`src/hdl/trht_pkg.sv`:
```
// Shared types and constants of the touch region hit test block.
`timescale 1ns / 1ps

package trht_pkg;

  // Input item field widths
  localparam int unsigned RX_W    = 10;
  localparam int unsigned RY_W    = 9;
  localparam int unsigned RW_W    = 10;
  localparam int unsigned RH_W    = 9;
  localparam int unsigned ETYPE_W = 5;
  localparam int unsigned ECODE_W = 10;
  localparam int unsigned EVAL_W  = 12;

  // Result item field widths
  localparam int unsigned IDX_OUT_W = 7;
  localparam int unsigned COORD_W   = 12;

  // Stored region entry: {height, width, y, x}
  localparam int unsigned ENTRY_W = RX_W + RY_W + RW_W + RH_W;

  // Packed stream widths
  localparam int unsigned IN_DATA_W  = 72;
  localparam int unsigned OUT_DATA_W = 40;

  // Item kinds carried on tuser
  localparam logic CMD_ADD   = 1'b0;
  localparam logic CMD_EVENT = 1'b1;

  // Event types and codes
  localparam logic [ETYPE_W-1:0] EVT_ABS    = 5'd3;
  localparam logic [ETYPE_W-1:0] EVT_KEY    = 5'd1;
  localparam logic [ECODE_W-1:0] CODE_X     = 10'd0;
  localparam logic [ECODE_W-1:0] CODE_Y     = 10'd1;
  localparam logic [ECODE_W-1:0] CODE_TOUCH = 10'd330;

  // X scale 10/13: floor(n/13) = (n * 80660) >> 20 for n below 2^18
  localparam logic [16:0] SCALE_X_MUL   = 17'd80660;
  localparam int unsigned SCALE_X_SHIFT = 20;
  // Y scale 4/5: floor(n/5) = (n * 13108) >> 16 for n below 2^14
  localparam logic [13:0] SCALE_Y_MUL   = 14'd13108;
  localparam int unsigned SCALE_Y_SHIFT = 16;

  // Commands from the controller to the datapath
  typedef struct packed {
    logic capture;     // latch the accepted item
    logic add_write;   // append the held region
    logic overflow_set;
    logic x_load;
    logic y_load;
    logic scan_start;  // load scan pointer from count
    logic scan_step;   // issue one table read, advance pointer
    logic res_latch;   // keep scan outcome
    logic out_load;    // move outcome into output register
  } trht_cmd_t;

  // Status from the datapath to the controller
  typedef struct packed {
    logic is_add;
    logic is_x;
    logic is_y;
    logic is_release;
    logic full;
    logic match;
    logic scan_end;
    logic out_free;
  } trht_sts_t;

endpackage

```
`src/hdl/touch_region_hit_test_core.sv`:
```
// Top level of the touch region hit test block.
`timescale 1ns / 1ps
// Usage:
//   s_axis carries one item per handshake. tuser selects the kind: 0 appends a
//   region (x, y, width, height), 1 is an input event (type, code, value).
//   An X or Y axis event stores the scaled point; a touch release scans the
//   region table and gives one result item on m_axis; other items give none.
//   An add or axis event is decoded before the next item is accepted. A release
//   reaches the output register after the scan, which reads the table through
//   its single read port, one entry per cycle, from the top.
//   The scan stops at the first region that holds the point.
//   Reset clears the region count, the stored point and the overflow flag;
//   table entries need no clearing, so no item is blocked after reset.
//   When m_axis stalls, the finished result waits in the output register and
//   the next item is still taken; a following release waits for that
//   register to free before its result is loaded.
module touch_region_hit_test_core #(
  parameter int unsigned REGION_SLOTS = 128
) (
  input  logic                              clk,
  input  logic                              rst,
  input  logic                              s_axis_tvalid,
  output logic                              s_axis_tready,
  // [9:0] region_x, [18:10] region_y, [28:19] region_width,
  // [37:29] region_height, [42:38] event_type, [52:43] event_code,
  // [64:53] event_value, [71:65] zero
  input  logic [trht_pkg::IN_DATA_W-1:0]    s_axis_tdata,
  // [0] cmd
  input  logic                              s_axis_tuser,
  output logic                              m_axis_tvalid,
  input  logic                              m_axis_tready,
  // [0] hit, [7:1] region_index, [19:8] touch_x, [31:20] touch_y,
  // [32] table_overflow, [39:33] zero
  output logic [trht_pkg::OUT_DATA_W-1:0]   m_axis_tdata
);
  import trht_pkg::*;

  trht_cmd_t cmd;
  trht_sts_t sts;

  // Sequence the items
  trht_ctrl u_ctrl (
    .clk      (clk),
    .rst      (rst),
    .in_valid (s_axis_tvalid),
    .in_ready (s_axis_tready),
    .sts      (sts),
    .cmd      (cmd)
  );

  // Hold the table, scan it and drive the result
  trht_dp #(
    .REGION_SLOTS (REGION_SLOTS)
  ) u_dp (
    .clk       (clk),
    .rst       (rst),
    .cmd       (cmd),
    .sts       (sts),
    .in_user   (s_axis_tuser),
    .in_data   (s_axis_tdata),
    .out_valid (m_axis_tvalid),
    .out_ready (m_axis_tready),
    .out_data  (m_axis_tdata)
  );

endmodule

```
`src/hdl/trht_ctrl.sv`:
```
// Controller state machine of the touch region hit test block.
`timescale 1ns / 1ps

module trht_ctrl (
  input  logic               clk,
  input  logic               rst,
  input  logic               in_valid,
  output logic               in_ready,
  input  trht_pkg::trht_sts_t sts,
  output trht_pkg::trht_cmd_t cmd
);
  import trht_pkg::*;

  localparam logic [1:0] ST_IDLE   = 2'd0;
  localparam logic [1:0] ST_DECODE = 2'd1;
  localparam logic [1:0] ST_SCAN   = 2'd2;
  localparam logic [1:0] ST_RESULT = 2'd3;

  logic [1:0] state;
  logic [1:0] state_next;

  // Take no item while reset is held
  assign in_ready = (state == ST_IDLE) && !rst;

  // Sequence one item at a time
  always_comb begin
    state_next = state;
    cmd        = '0;
    unique case (state)
      ST_IDLE: begin
        if (in_valid && in_ready) begin
          cmd.capture = 1'b1;
          state_next  = ST_DECODE;
        end
      end
      ST_DECODE: begin
        state_next = ST_IDLE;
        priority if (sts.is_add) begin
          cmd.add_write    = !sts.full;
          cmd.overflow_set = sts.full;
        end else if (sts.is_x) begin
          cmd.x_load = 1'b1;
        end else if (sts.is_y) begin
          cmd.y_load = 1'b1;
        end else if (sts.is_release) begin
          cmd.scan_start = 1'b1;
          state_next     = ST_SCAN;
        end else begin
          // drop any other event
          state_next = ST_IDLE;
        end
      end
      ST_SCAN: begin
        // stop on the first match walking down from the top entry
        if (sts.match || sts.scan_end) begin
          cmd.res_latch = 1'b1;
          state_next    = ST_RESULT;
        end else begin
          cmd.scan_step = 1'b1;
        end
      end
      ST_RESULT: begin
        if (sts.out_free) begin
          cmd.out_load = 1'b1;
          state_next   = ST_IDLE;
        end
      end
      default: state_next = ST_IDLE;
    endcase
  end

  always_ff @(posedge clk) begin
    if (rst) begin
      state <= ST_IDLE;
    end else begin
      state <= state_next;
    end
  end

  a_load_free: assert property (@(posedge clk) disable iff (rst)
    cmd.out_load |-> sts.out_free)
    else $error("result loaded over an untaken item");

  a_capture_handshake: assert property (@(posedge clk) disable iff (rst)
    cmd.capture |-> (in_valid && in_ready))
    else $error("item captured without a handshake");

  a_one_action: assert property (@(posedge clk) disable iff (rst)
    $onehot0({cmd.add_write, cmd.overflow_set, cmd.x_load, cmd.y_load, cmd.scan_start}))
    else $error("more than one decode action at once");

endmodule

```
`src/hdl/trht_dp.sv`:
```
// Datapath of the touch region hit test block: item hold, region table, scan, output.
`timescale 1ns / 1ps

module trht_dp #(
  parameter int unsigned REGION_SLOTS = 128
) (
  input  logic                                 clk,
  input  logic                                 rst,
  input  trht_pkg::trht_cmd_t                  cmd,
  output trht_pkg::trht_sts_t                  sts,
  input  logic                                 in_user,
  input  logic [trht_pkg::IN_DATA_W-1:0]       in_data,
  output logic                                 out_valid,
  input  logic                                 out_ready,
  output logic [trht_pkg::OUT_DATA_W-1:0]      out_data
);
  import trht_pkg::*;

  localparam int unsigned CW = $clog2(REGION_SLOTS + 1);
  localparam int unsigned IW = (REGION_SLOTS > 1) ? $clog2(REGION_SLOTS) : 1;

  // Held item
  logic               item_cmd;
  logic [RX_W-1:0]    item_x;
  logic [RY_W-1:0]    item_y;
  logic [RW_W-1:0]    item_w;
  logic [RH_W-1:0]    item_h;
  logic [ETYPE_W-1:0] item_type;
  logic [ECODE_W-1:0] item_code;
  logic [EVAL_W-1:0]  item_value;

  // Block state
  logic [CW-1:0]      count;
  logic [COORD_W-1:0] last_x;
  logic [COORD_W-1:0] last_y;
  logic               overflow_seen;

  // Region table
  logic [ENTRY_W-1:0] mem [REGION_SLOTS];

  // Scan pipeline
  logic [IW-1:0]      ptr;
  logic               ptr_live;
  logic               rd_valid;
  logic [IW-1:0]      rd_idx;
  logic [ENTRY_W-1:0] rd_data;

  // Scan outcome
  logic               res_hit;
  logic [IW-1:0]      res_idx;

  // Scaling products
  logic [15:0] x_num;
  logic [32:0] x_prod;
  logic [13:0] y_num;
  logic [27:0] y_prod;

  // Containment of the stored point in the entry just read
  logic [RX_W-1:0] e_x;
  logic [RY_W-1:0] e_y;
  logic [RW_W-1:0] e_w;
  logic [RH_W-1:0] e_h;
  logic [RX_W:0]   x_end;
  logic [RY_W:0]   y_end;
  logic            holds;

  // Capture the accepted item
  always_ff @(posedge clk) begin
    if (cmd.capture) begin
      item_cmd   <= in_user;
      item_x     <= in_data[9:0];
      item_y     <= in_data[18:10];
      item_w     <= in_data[28:19];
      item_h     <= in_data[37:29];
      item_type  <= in_data[42:38];
      item_code  <= in_data[52:43];
      item_value <= in_data[64:53];
    end
  end

  // Decode the held item
  always_comb begin
    sts            = '0;
    sts.is_add     = (item_cmd == CMD_ADD);
    sts.is_x       = (item_cmd == CMD_EVENT) && (item_type == EVT_ABS) && (item_code == CODE_X);
    sts.is_y       = (item_cmd == CMD_EVENT) && (item_type == EVT_ABS) && (item_code == CODE_Y);
    sts.is_release = (item_cmd == CMD_EVENT) && (item_type == EVT_KEY)
                     && (item_code == CODE_TOUCH) && (item_value == '0);
    sts.full       = (count == CW'(REGION_SLOTS));
    sts.match      = rd_valid && holds;
    sts.scan_end   = !ptr_live && !rd_valid;
    sts.out_free   = !out_valid || out_ready;
  end

  // Scale raw axis readings: value*10 and value*4 by shift-add, then reciprocal multiply
  assign x_num  = {1'b0, item_value, 3'b000} + {3'b000, item_value, 1'b0};
  assign x_prod = {17'd0, x_num} * {16'd0, SCALE_X_MUL};
  assign y_num  = {item_value, 2'b00};
  assign y_prod = {14'd0, y_num} * {14'd0, SCALE_Y_MUL};

  // Update count, stored point and overflow flag
  always_ff @(posedge clk) begin
    if (rst) begin
      count         <= '0;
      last_x        <= '0;
      last_y        <= '0;
      overflow_seen <= 1'b0;
    end else begin
      if (cmd.add_write) begin
        count <= count + 1'b1;
      end
      if (cmd.overflow_set) begin
        overflow_seen <= 1'b1;
      end
      if (cmd.x_load) begin
        last_x <= x_prod[SCALE_X_SHIFT +: COORD_W];
      end
      if (cmd.y_load) begin
        last_y <= y_prod[SCALE_Y_SHIFT +: COORD_W];
      end
    end
  end

  // Append a region
  always_ff @(posedge clk) begin
    if (cmd.add_write) begin
      mem[count[IW-1:0]] <= {item_h, item_w, item_y, item_x};
    end
  end

  // Walk the table from the top entry down, one read per cycle
  always_ff @(posedge clk) begin
    if (rst) begin
      ptr_live <= 1'b0;
      rd_valid <= 1'b0;
    end else if (cmd.scan_start) begin
      ptr_live <= (count != '0);
      rd_valid <= 1'b0;
    end else if (cmd.scan_step) begin
      rd_valid <= ptr_live;
      if (ptr_live && (ptr == '0)) begin
        ptr_live <= 1'b0;
      end
    end
  end

  always_ff @(posedge clk) begin
    if (cmd.scan_start) begin
      ptr <= IW'(count - 1'b1);
    end else if (cmd.scan_step && ptr_live) begin
      rd_data <= mem[ptr];
      rd_idx  <= ptr;
      ptr     <= ptr - 1'b1;
    end
  end

  // Strict containment, ends formed one bit wider
  assign e_x   = rd_data[9:0];
  assign e_y   = rd_data[18:10];
  assign e_w   = rd_data[28:19];
  assign e_h   = rd_data[37:29];
  assign x_end = {1'b0, e_x} + {1'b0, e_w};
  assign y_end = {1'b0, e_y} + {1'b0, e_h};
  assign holds = (last_x > COORD_W'(e_x)) && (last_x < COORD_W'(x_end))
              && (last_y > COORD_W'(e_y)) && (last_y < COORD_W'(y_end));

  // Keep the scan outcome
  always_ff @(posedge clk) begin
    if (cmd.res_latch) begin
      res_hit <= sts.match;
      res_idx <= sts.match ? rd_idx : '0;
    end
  end

  // Output register
  always_ff @(posedge clk) begin
    if (rst) begin
      out_valid <= 1'b0;
    end else if (cmd.out_load) begin
      out_valid <= 1'b1;
    end else if (out_ready) begin
      out_valid <= 1'b0;
    end
  end

  always_ff @(posedge clk) begin
    if (cmd.out_load) begin
      out_data <= {7'd0, overflow_seen, last_y, last_x, IDX_OUT_W'(res_idx), res_hit};
    end
  end

  a_sticky: assert property (@(posedge clk) disable iff (rst)
    $past(overflow_seen) && !$past(rst) |-> overflow_seen)
    else $error("overflow flag cleared without reset");

  a_count_range: assert property (@(posedge clk) disable iff (rst)
    count <= CW'(REGION_SLOTS))
    else $error("region count beyond table size");

  a_read_in_range: assert property (@(posedge clk) disable iff (rst)
    rd_valid |-> (CW'(rd_idx) < count))
    else $error("scan read an entry above the count");

endmodule
```
`config.mk`:
```
export PLATFORM = sky130hd
export DESIGN_NAME = touch_region_hit_test_core
export DESIGN_NICKNAME = d
export VERILOG_FILES = /design/src/hdl/trht_pkg.sv /design/src/hdl/touch_region_hit_test_core.sv /design/src/hdl/trht_ctrl.sv /design/src/hdl/trht_dp.sv
export SDC_FILE = /design/constraint.sdc
export NUM_CORES = 2
export LEC_CHECK = 0
export BUFFER_PORTS_ARGS = -buffer_cell sky130_fd_sc_hd__buf_2
export CAP_MARGIN = 0
export CORE_MARGIN = 5
export CORE_UTILIZATION = 30
export DETAILED_ROUTE_END_ITERATION = 16
export SKIP_CTS_REPAIR_TIMING = 1
export SLEW_MARGIN = 40
export SYNTH_ARGS = -nofsm -noshare
export SYNTH_HDL_FRONTEND = slang
export SYNTH_MEMORY_MAX_BITS = 65536
export SYNTH_SLANG_ARGS = --single-unit
```
`constraint.sdc`:
```
create_clock -name clk -period 7.8 [get_ports clk]
set_input_delay 0.39 -clock clk [delete_from_list [all_inputs] [get_ports clk]]
set_output_delay 0.39 -clock clk [all_outputs]
set_load 0.05 [all_outputs]
```
# == Word-level counts from Yosys, hierarchy flattened ==
# Memory sizes are Yosys's and may differ from the RTL's. A register that Yosys moved wholly into a read port is not among the register bits.
# Cells that the tools add are included.
# Widths: inputs -> output; s select.
# totals
word_cells,113
mem_count,1
reg_bits,159
mem_bits_rw,4864
inputBits,77
# mem_list
name,words,width,read_ports,rd_ports_with_merged_regs,wr,line_no,rtl
u_dp.mem,128,38,1,1,1,trht_dp.sv:39,logic [ENTRY_W-1:0] mem [REGION_SLOTS];
# classes
multipliers,2
n_bitwise,1
eq_ne,11
mux,32
addsub,6
n_lt_le_gt_ge,4
reduce_logical,35
# op_table
operator,n
$mul 16x15->30 const B,1
$mul 12x12->24 const B,1
$mux 2,10
$mux 1,17
$add 15x13->16,1
$logic_and 1x1->1,15
$mux 7,2
$sub 7x1->7 const B,2
$gt 12x10->1,1
$gt 12x9->1,1
$logic_not 12->1,1
$lt 12x10->1,1
$lt 12x11->1,1
$add 10x10->11,1
$add 9x9->10,1
$eq 10x1->1 const B,1
$eq 10x9->1 const B,1
$logic_not 10->1,1
$add 8x1->8 const B,1
$eq 8x8->1 const B,1
$pmux 2 s4,1
$reduce_bool 2->1,4
$reduce_bool 8->1,1
$logic_not 7->1,1
other kinds (15),23

# == Longest topological paths before layout ==
# depth
word_depth,12
mapped_depth,29
ltp_nobuf,29

# == Modules after synthesis ==
# A second synthesis with hierarchy kept.
# hier_totals
cells_unflattened,8876
hier_area_um2,200574.9
# by_module_without_submodules
mod,seq_area_each_um2,n_inst,area_each_um2,cells_per_inst
trht_dp,151555.4,1,200364.7,8850
trht_ctrl,40.0,1,210.2,26

# == Worst setup path after synthesis ==
# Ideal clock, no wire load.
# synth_timing
kind,register to register
startpoint,register u_dp.item_value[1]
endpoint,register u_dp.last_x[7]
setup_ns,0.070
stages_incl_launch_ff,27
n_path_buf,0
slack_ns,1.078
t_arrival_ns,6.651
synth_period_minus_slack_ns,6.722
required_time_ns,7.730
path_cell_list,edfxtp_1 -> ha_1 -> inv_1 -> fa_1 -> a21oi_1 -> o211ai_1 -> nand2_1 -> xor2_1 -> ha_1 -> fa_1 -> inv_1 -> fa_1 -> inv_1 -> fa_1 -> inv_1 -> fa_1 -> fa_1 -> inv_1 -> ha_1 -> nand2_1 -> nor2_1 -> nand4_1 -> a31oi_1 -> a41oi_1 -> o21ai_0 -> or3b_2 -> a21oi_1
# synth_between
elab_chain_cells,2
# synth_lines
element,line_no,rtl
"start, declared",trht_dp.sv:30,logic [EVAL_W-1:0] item_value;
"start signal, assigned",trht_dp.sv:77,item_value <= in_data[64:53];
$add 15x13->16,trht_dp.sv:96,"assign x_num = {1'b0, item_value, 3'b000} + {3'b000, item_value, 1'b0};"
$mul 16x15->30,trht_dp.sv:97,"assign x_prod = {17'd0, x_num} * {16'd0, SCALE_X_MUL};"
"end signal, assigned",trht_dp.sv:116,last_x <= x_prod[SCALE_X_SHIFT +: COORD_W];
"end, declared",trht_dp.sv:34,logic [COORD_W-1:0] last_x;
# No other way between the ends.
# A chain may end at the register's enable or synchronous reset.

# == Worst setup path after layout ==
# layout_timing
startpoint,register u_dp.item_value[2]
endpoint,register u_dp.last_x[7]
# The elaborated chain is that of the path after synthesis.

==> impl_results.md <==
- Library cells used by synthesis: 64
- Register area: 0.1516 mm^2
- Worst-Skew Late Latency: between 1 and 1.5 ns
- Slew headroom: 37.92%
- Sequential share of the synthesized area: 76.03%
- Wire length per cell: 29.56 um
- CTS Buf Count: a little under 500
- Max_cap viols: 0
- Share of layout cells above drive strength 1: about 31%
- Fmax: 0.1361 GHz
- Post-detailed-route via-to-cell ratio: 5.139
- Tmin final: approximately 7.3 ns
- Top post-synthesis cells by area: edfxtp_1 (76%), mux4_2 (18%), ha_1 (1.7%)
- Asr flop ratio synth: 0%
- LEAKAGE: 0.07196 uW
- Antenna violations before repair: 54
- Via Count: 94,120
- GR Layer Usage met3: 2.682%
- Worst IR drop on VDD: 356.2 uV
- Top_reg_cell synth: edfxtp_1
- CTS tree: yes
- Fin cells: 18,320
- Multi-input logic area: 0.04634 mm^2
- Clock Path Buffers: 4
- Fillers: 60,290
- Die Y: ~830 um
- RSZ-0062 raised after global routing: false
- Num rows: 299
- First-pass GRT wire length: 754,700 um
- Power Density: 248.8 mW/mm^2
- Die X: about 830 um
- Syn Area/Cell: 23.83 um^2
- Root Buffer: clkbuf_16
- Vias in the first global route: 96,010
- Layout area overhead: 16.04%
- Hpwl dp: between 300,000 and 400,000 um
- Post-Synthesis Cells: 8,367
- H-tree Lvls: 5
- Post-synth top area cell: edfxtp_1
- Core Box Area: roughly 0.66 mm^2
- Fin. max-slew vios: 0
- Crit. Startpoint: u_dp.item_value[2]
- Slew of the pin with the lowest slew margin: 0.9312 ns
- DRC: 0
- First-pass iteration count of the detailed router: 5
- CP Max Fanout: 7
- Grt met2 use: 25.43%
- Critical path class: register to register
- Yosys reg bits: just over 5,000
- Worst hold start: s_axis_tdata[48]
- Startpoint types: register
- R2R Setup Slk: about 0.45 ns
- Synth top area share: 75.65%
- CP arrival: 8.30 ns
- Sum Neg Setup Slack: 0 ns
- Post-Place Cells: 17,300
- Initial Util: 30.08%
- DIE AREA: 0.6811 mm^2
- Synth warn: 0
- 1st-iter DRT viols: 12,300
- Routed WL: 541,500 um
- Crit end category: register
- Final net count: around 9,400
- Min-delay worst type: primary input to register
- GR Util met1: 21.23%
- Crit path required time: 8.76 ns
- Gpl congestion: 0.8349
- I/O Buffers: 104
- Gr ovfl total: 0
- Io pins: 119
- # setup viols final: 0
- Status: finished clean
- Clock Skew: 0.08369 ns
- EDFF count, synth: 5,023
- Gr usage total: 15.50%
- Mapped cell area: between 0.15 and 0.2 mm^2
- Final Cycle Share: 94.18%
- Top Usage Layer GRT: met2
- Share of the core filled with cells: 34.90%
- Pin count of the biggest net entering global routing: approximately 130
- Reg2reg start: u_dp.item_value[2]
- Final ANT Viol Nets: 0
- Clk sinks: ~5,100
- Final Hold Vio Count: 0
- Clk slew on worst S/H paths: around 0.06 ns
## layout make-up
type                            instances  area share [%]
Multi-Input combinational cell       2677           20.03
Antenna cell                           28         0.03028
Inverter                              241          0.3921
Timing Repair Buffer                  528           2.306
Sequential cell                      5061           65.52
Clock buffer                          563           5.391
Clock inverter                        340           1.527
Tap cell                             8879           4.802
## where the power goes
| part | leakage (uW) | switching, uW | internal, uW |
|---|---|---|---|
| Combinational | 0.0187 | 2400 | 1640 |
| Sequential | 0.0454 | 15.5 | 29800 |
| Clock | 0.00780 | 10300 | 13400 |
| Total | 0.0720 | 12700 | 44800 |
## placed cells by master, fill, tap and decap left out, types with 11 or more instances in the layout
master         count
edfxtp_1        5023
mux4_2          1588
clkbuf_16        487
ha_1             267
inv_1            239
buf_4            211
nor2_4           128
clkinv_1         117
clkinv_2         108
buf_2            104
fa_1             101
nand2_1           94
clkbuf_1          76
dlygate4sd3_1     70
a21oi_1           64
nor2_1            59
bufinv_16         58
buf_12            50
buf_6             44
xnor2_1           43
dfxtp_1           38
mux2_2            31
o21ai_0           30
diode_2           28
buf_8             24
buf_16            24
xor2_1            22
clkinvlp_4        22
a21o_1            20
and2_1            17
nor3_1            14
nor2b_1           14
nand3_1           12
nand2_2           12
clkinv_16         12
inv_6             11
## per-layer routing
| metal | share of wire (%) | vias to the layer above | routed length (um) |
|---|---|---|---|
| li1 | - | 36910 | - |
| met4 | 3.2 | 14 | 17230 |
| met3 | 8.5 | 827 | 46270 |
| met1 | 40 | 51610 | 216600 |
| met5 | 0.018 | - | 100 |
| met2 | 48 | 4764 | 261300 |
## cell families (layout without fill, tap and decap cells)
kind of cell,after synthesis,in the layout,share of synthesized area [%]
and+or+nand+nor,415,415,0.9300
AOI/OAI and AO/OA,195,195,0.6306
other,1,35,0.001881
buffers and inverters,635,1672,1.284
DFF,5061,5061,76.03
xor gates and xnor gates,67,67,0.2943
adders and majority gates,368,368,2.689
muxes,1625,1625,18.14
## critical path, cell delays in order, from the launching register on
cell	delay (ns)
edfxtp_1	0.52
ha_1	0.26
inv_1	0.07
fa_1	0.40
nand3b_1	0.19
a21oi_1	0.23
nor2_1	0.13
xnor2_2	0.27
ha_1	0.34
fa_1	0.51
inv_1	0.07
fa_1	0.54
inv_1	0.05
fa_1	0.48
inv_1	0.05
fa_1	0.45
fa_1	0.49
inv_1	0.04
ha_1	0.27
nand2_1	0.05
nor2_1	0.17
nand4_1	0.25
a31oi_1	0.37
a41oi_1	0.23
o21ai_0	0.20
or3b_2	0.45
a21oi_1	0.14
## worst paths after layout
path	cells past startpoint	to
max	26	u_dp.last_x[7]
min	2	u_dp.item_code[5]
max reg2reg	26	u_dp.last_x[7]
min reg2reg	2	u_dp.ptr_live
## cells in the mapped netlist (3+ instances only)
cell      instances
edfxtp_1       5023
mux4_2         1588
ha_1            267
inv_1           240
clkbuf_1        236
nor2_1          187
buf_2           117
nand2_1         106
fa_1            101
a21oi_1          64
xnor2_1          45
dfxtp_1          38
buf_1            33
mux2_2           31
o21ai_0          30
xor2_1           22
a21o_1           20
and2_1           18
nand3_1          18
nor2b_1          16
nor3_1           15
a211oi_1         10
a31oi_1          10
o21a_1           10
nand2b_1          9
nand4_1           9
o21bai_1          9
buf_4             8
nor4_1            8
and3_1            7
mux2i_1           6
or3_1             6
nor3b_1           5
a211o_1           4
a221oi_1          4
a22oi_1           4
o31ai_1           4
a21boi_0          3
nand4b_1          3
## state kept, by name, summed over array words and instances, names as in the netlist, 12 cells and up, named ones only
register and flops:
u_dp.last_x 12, u_dp.item_value 12, u_dp.mem 4864, u_dp.last_y 12
u_dp.out_data 33, u_dp.rd_data 38
## through the flow
stage	hold WS [ns]	cell area [um^2]	power (uW)	setup slack [ns]
6_report	0.05251	231400	57550	0.4541
5_1_grt	0.01743	231300	59680	0.03670
2_1_floorplan	0.4003	199400	33200	1.078
4_1_cts	-0.6052	230100	57920	0.3020
3_5_place_dp	0.5041	214100	34330	0.4301
3_3_place_gp	0.4920	213000	34390	0.1962
Power figures use the tool's default switching activity.
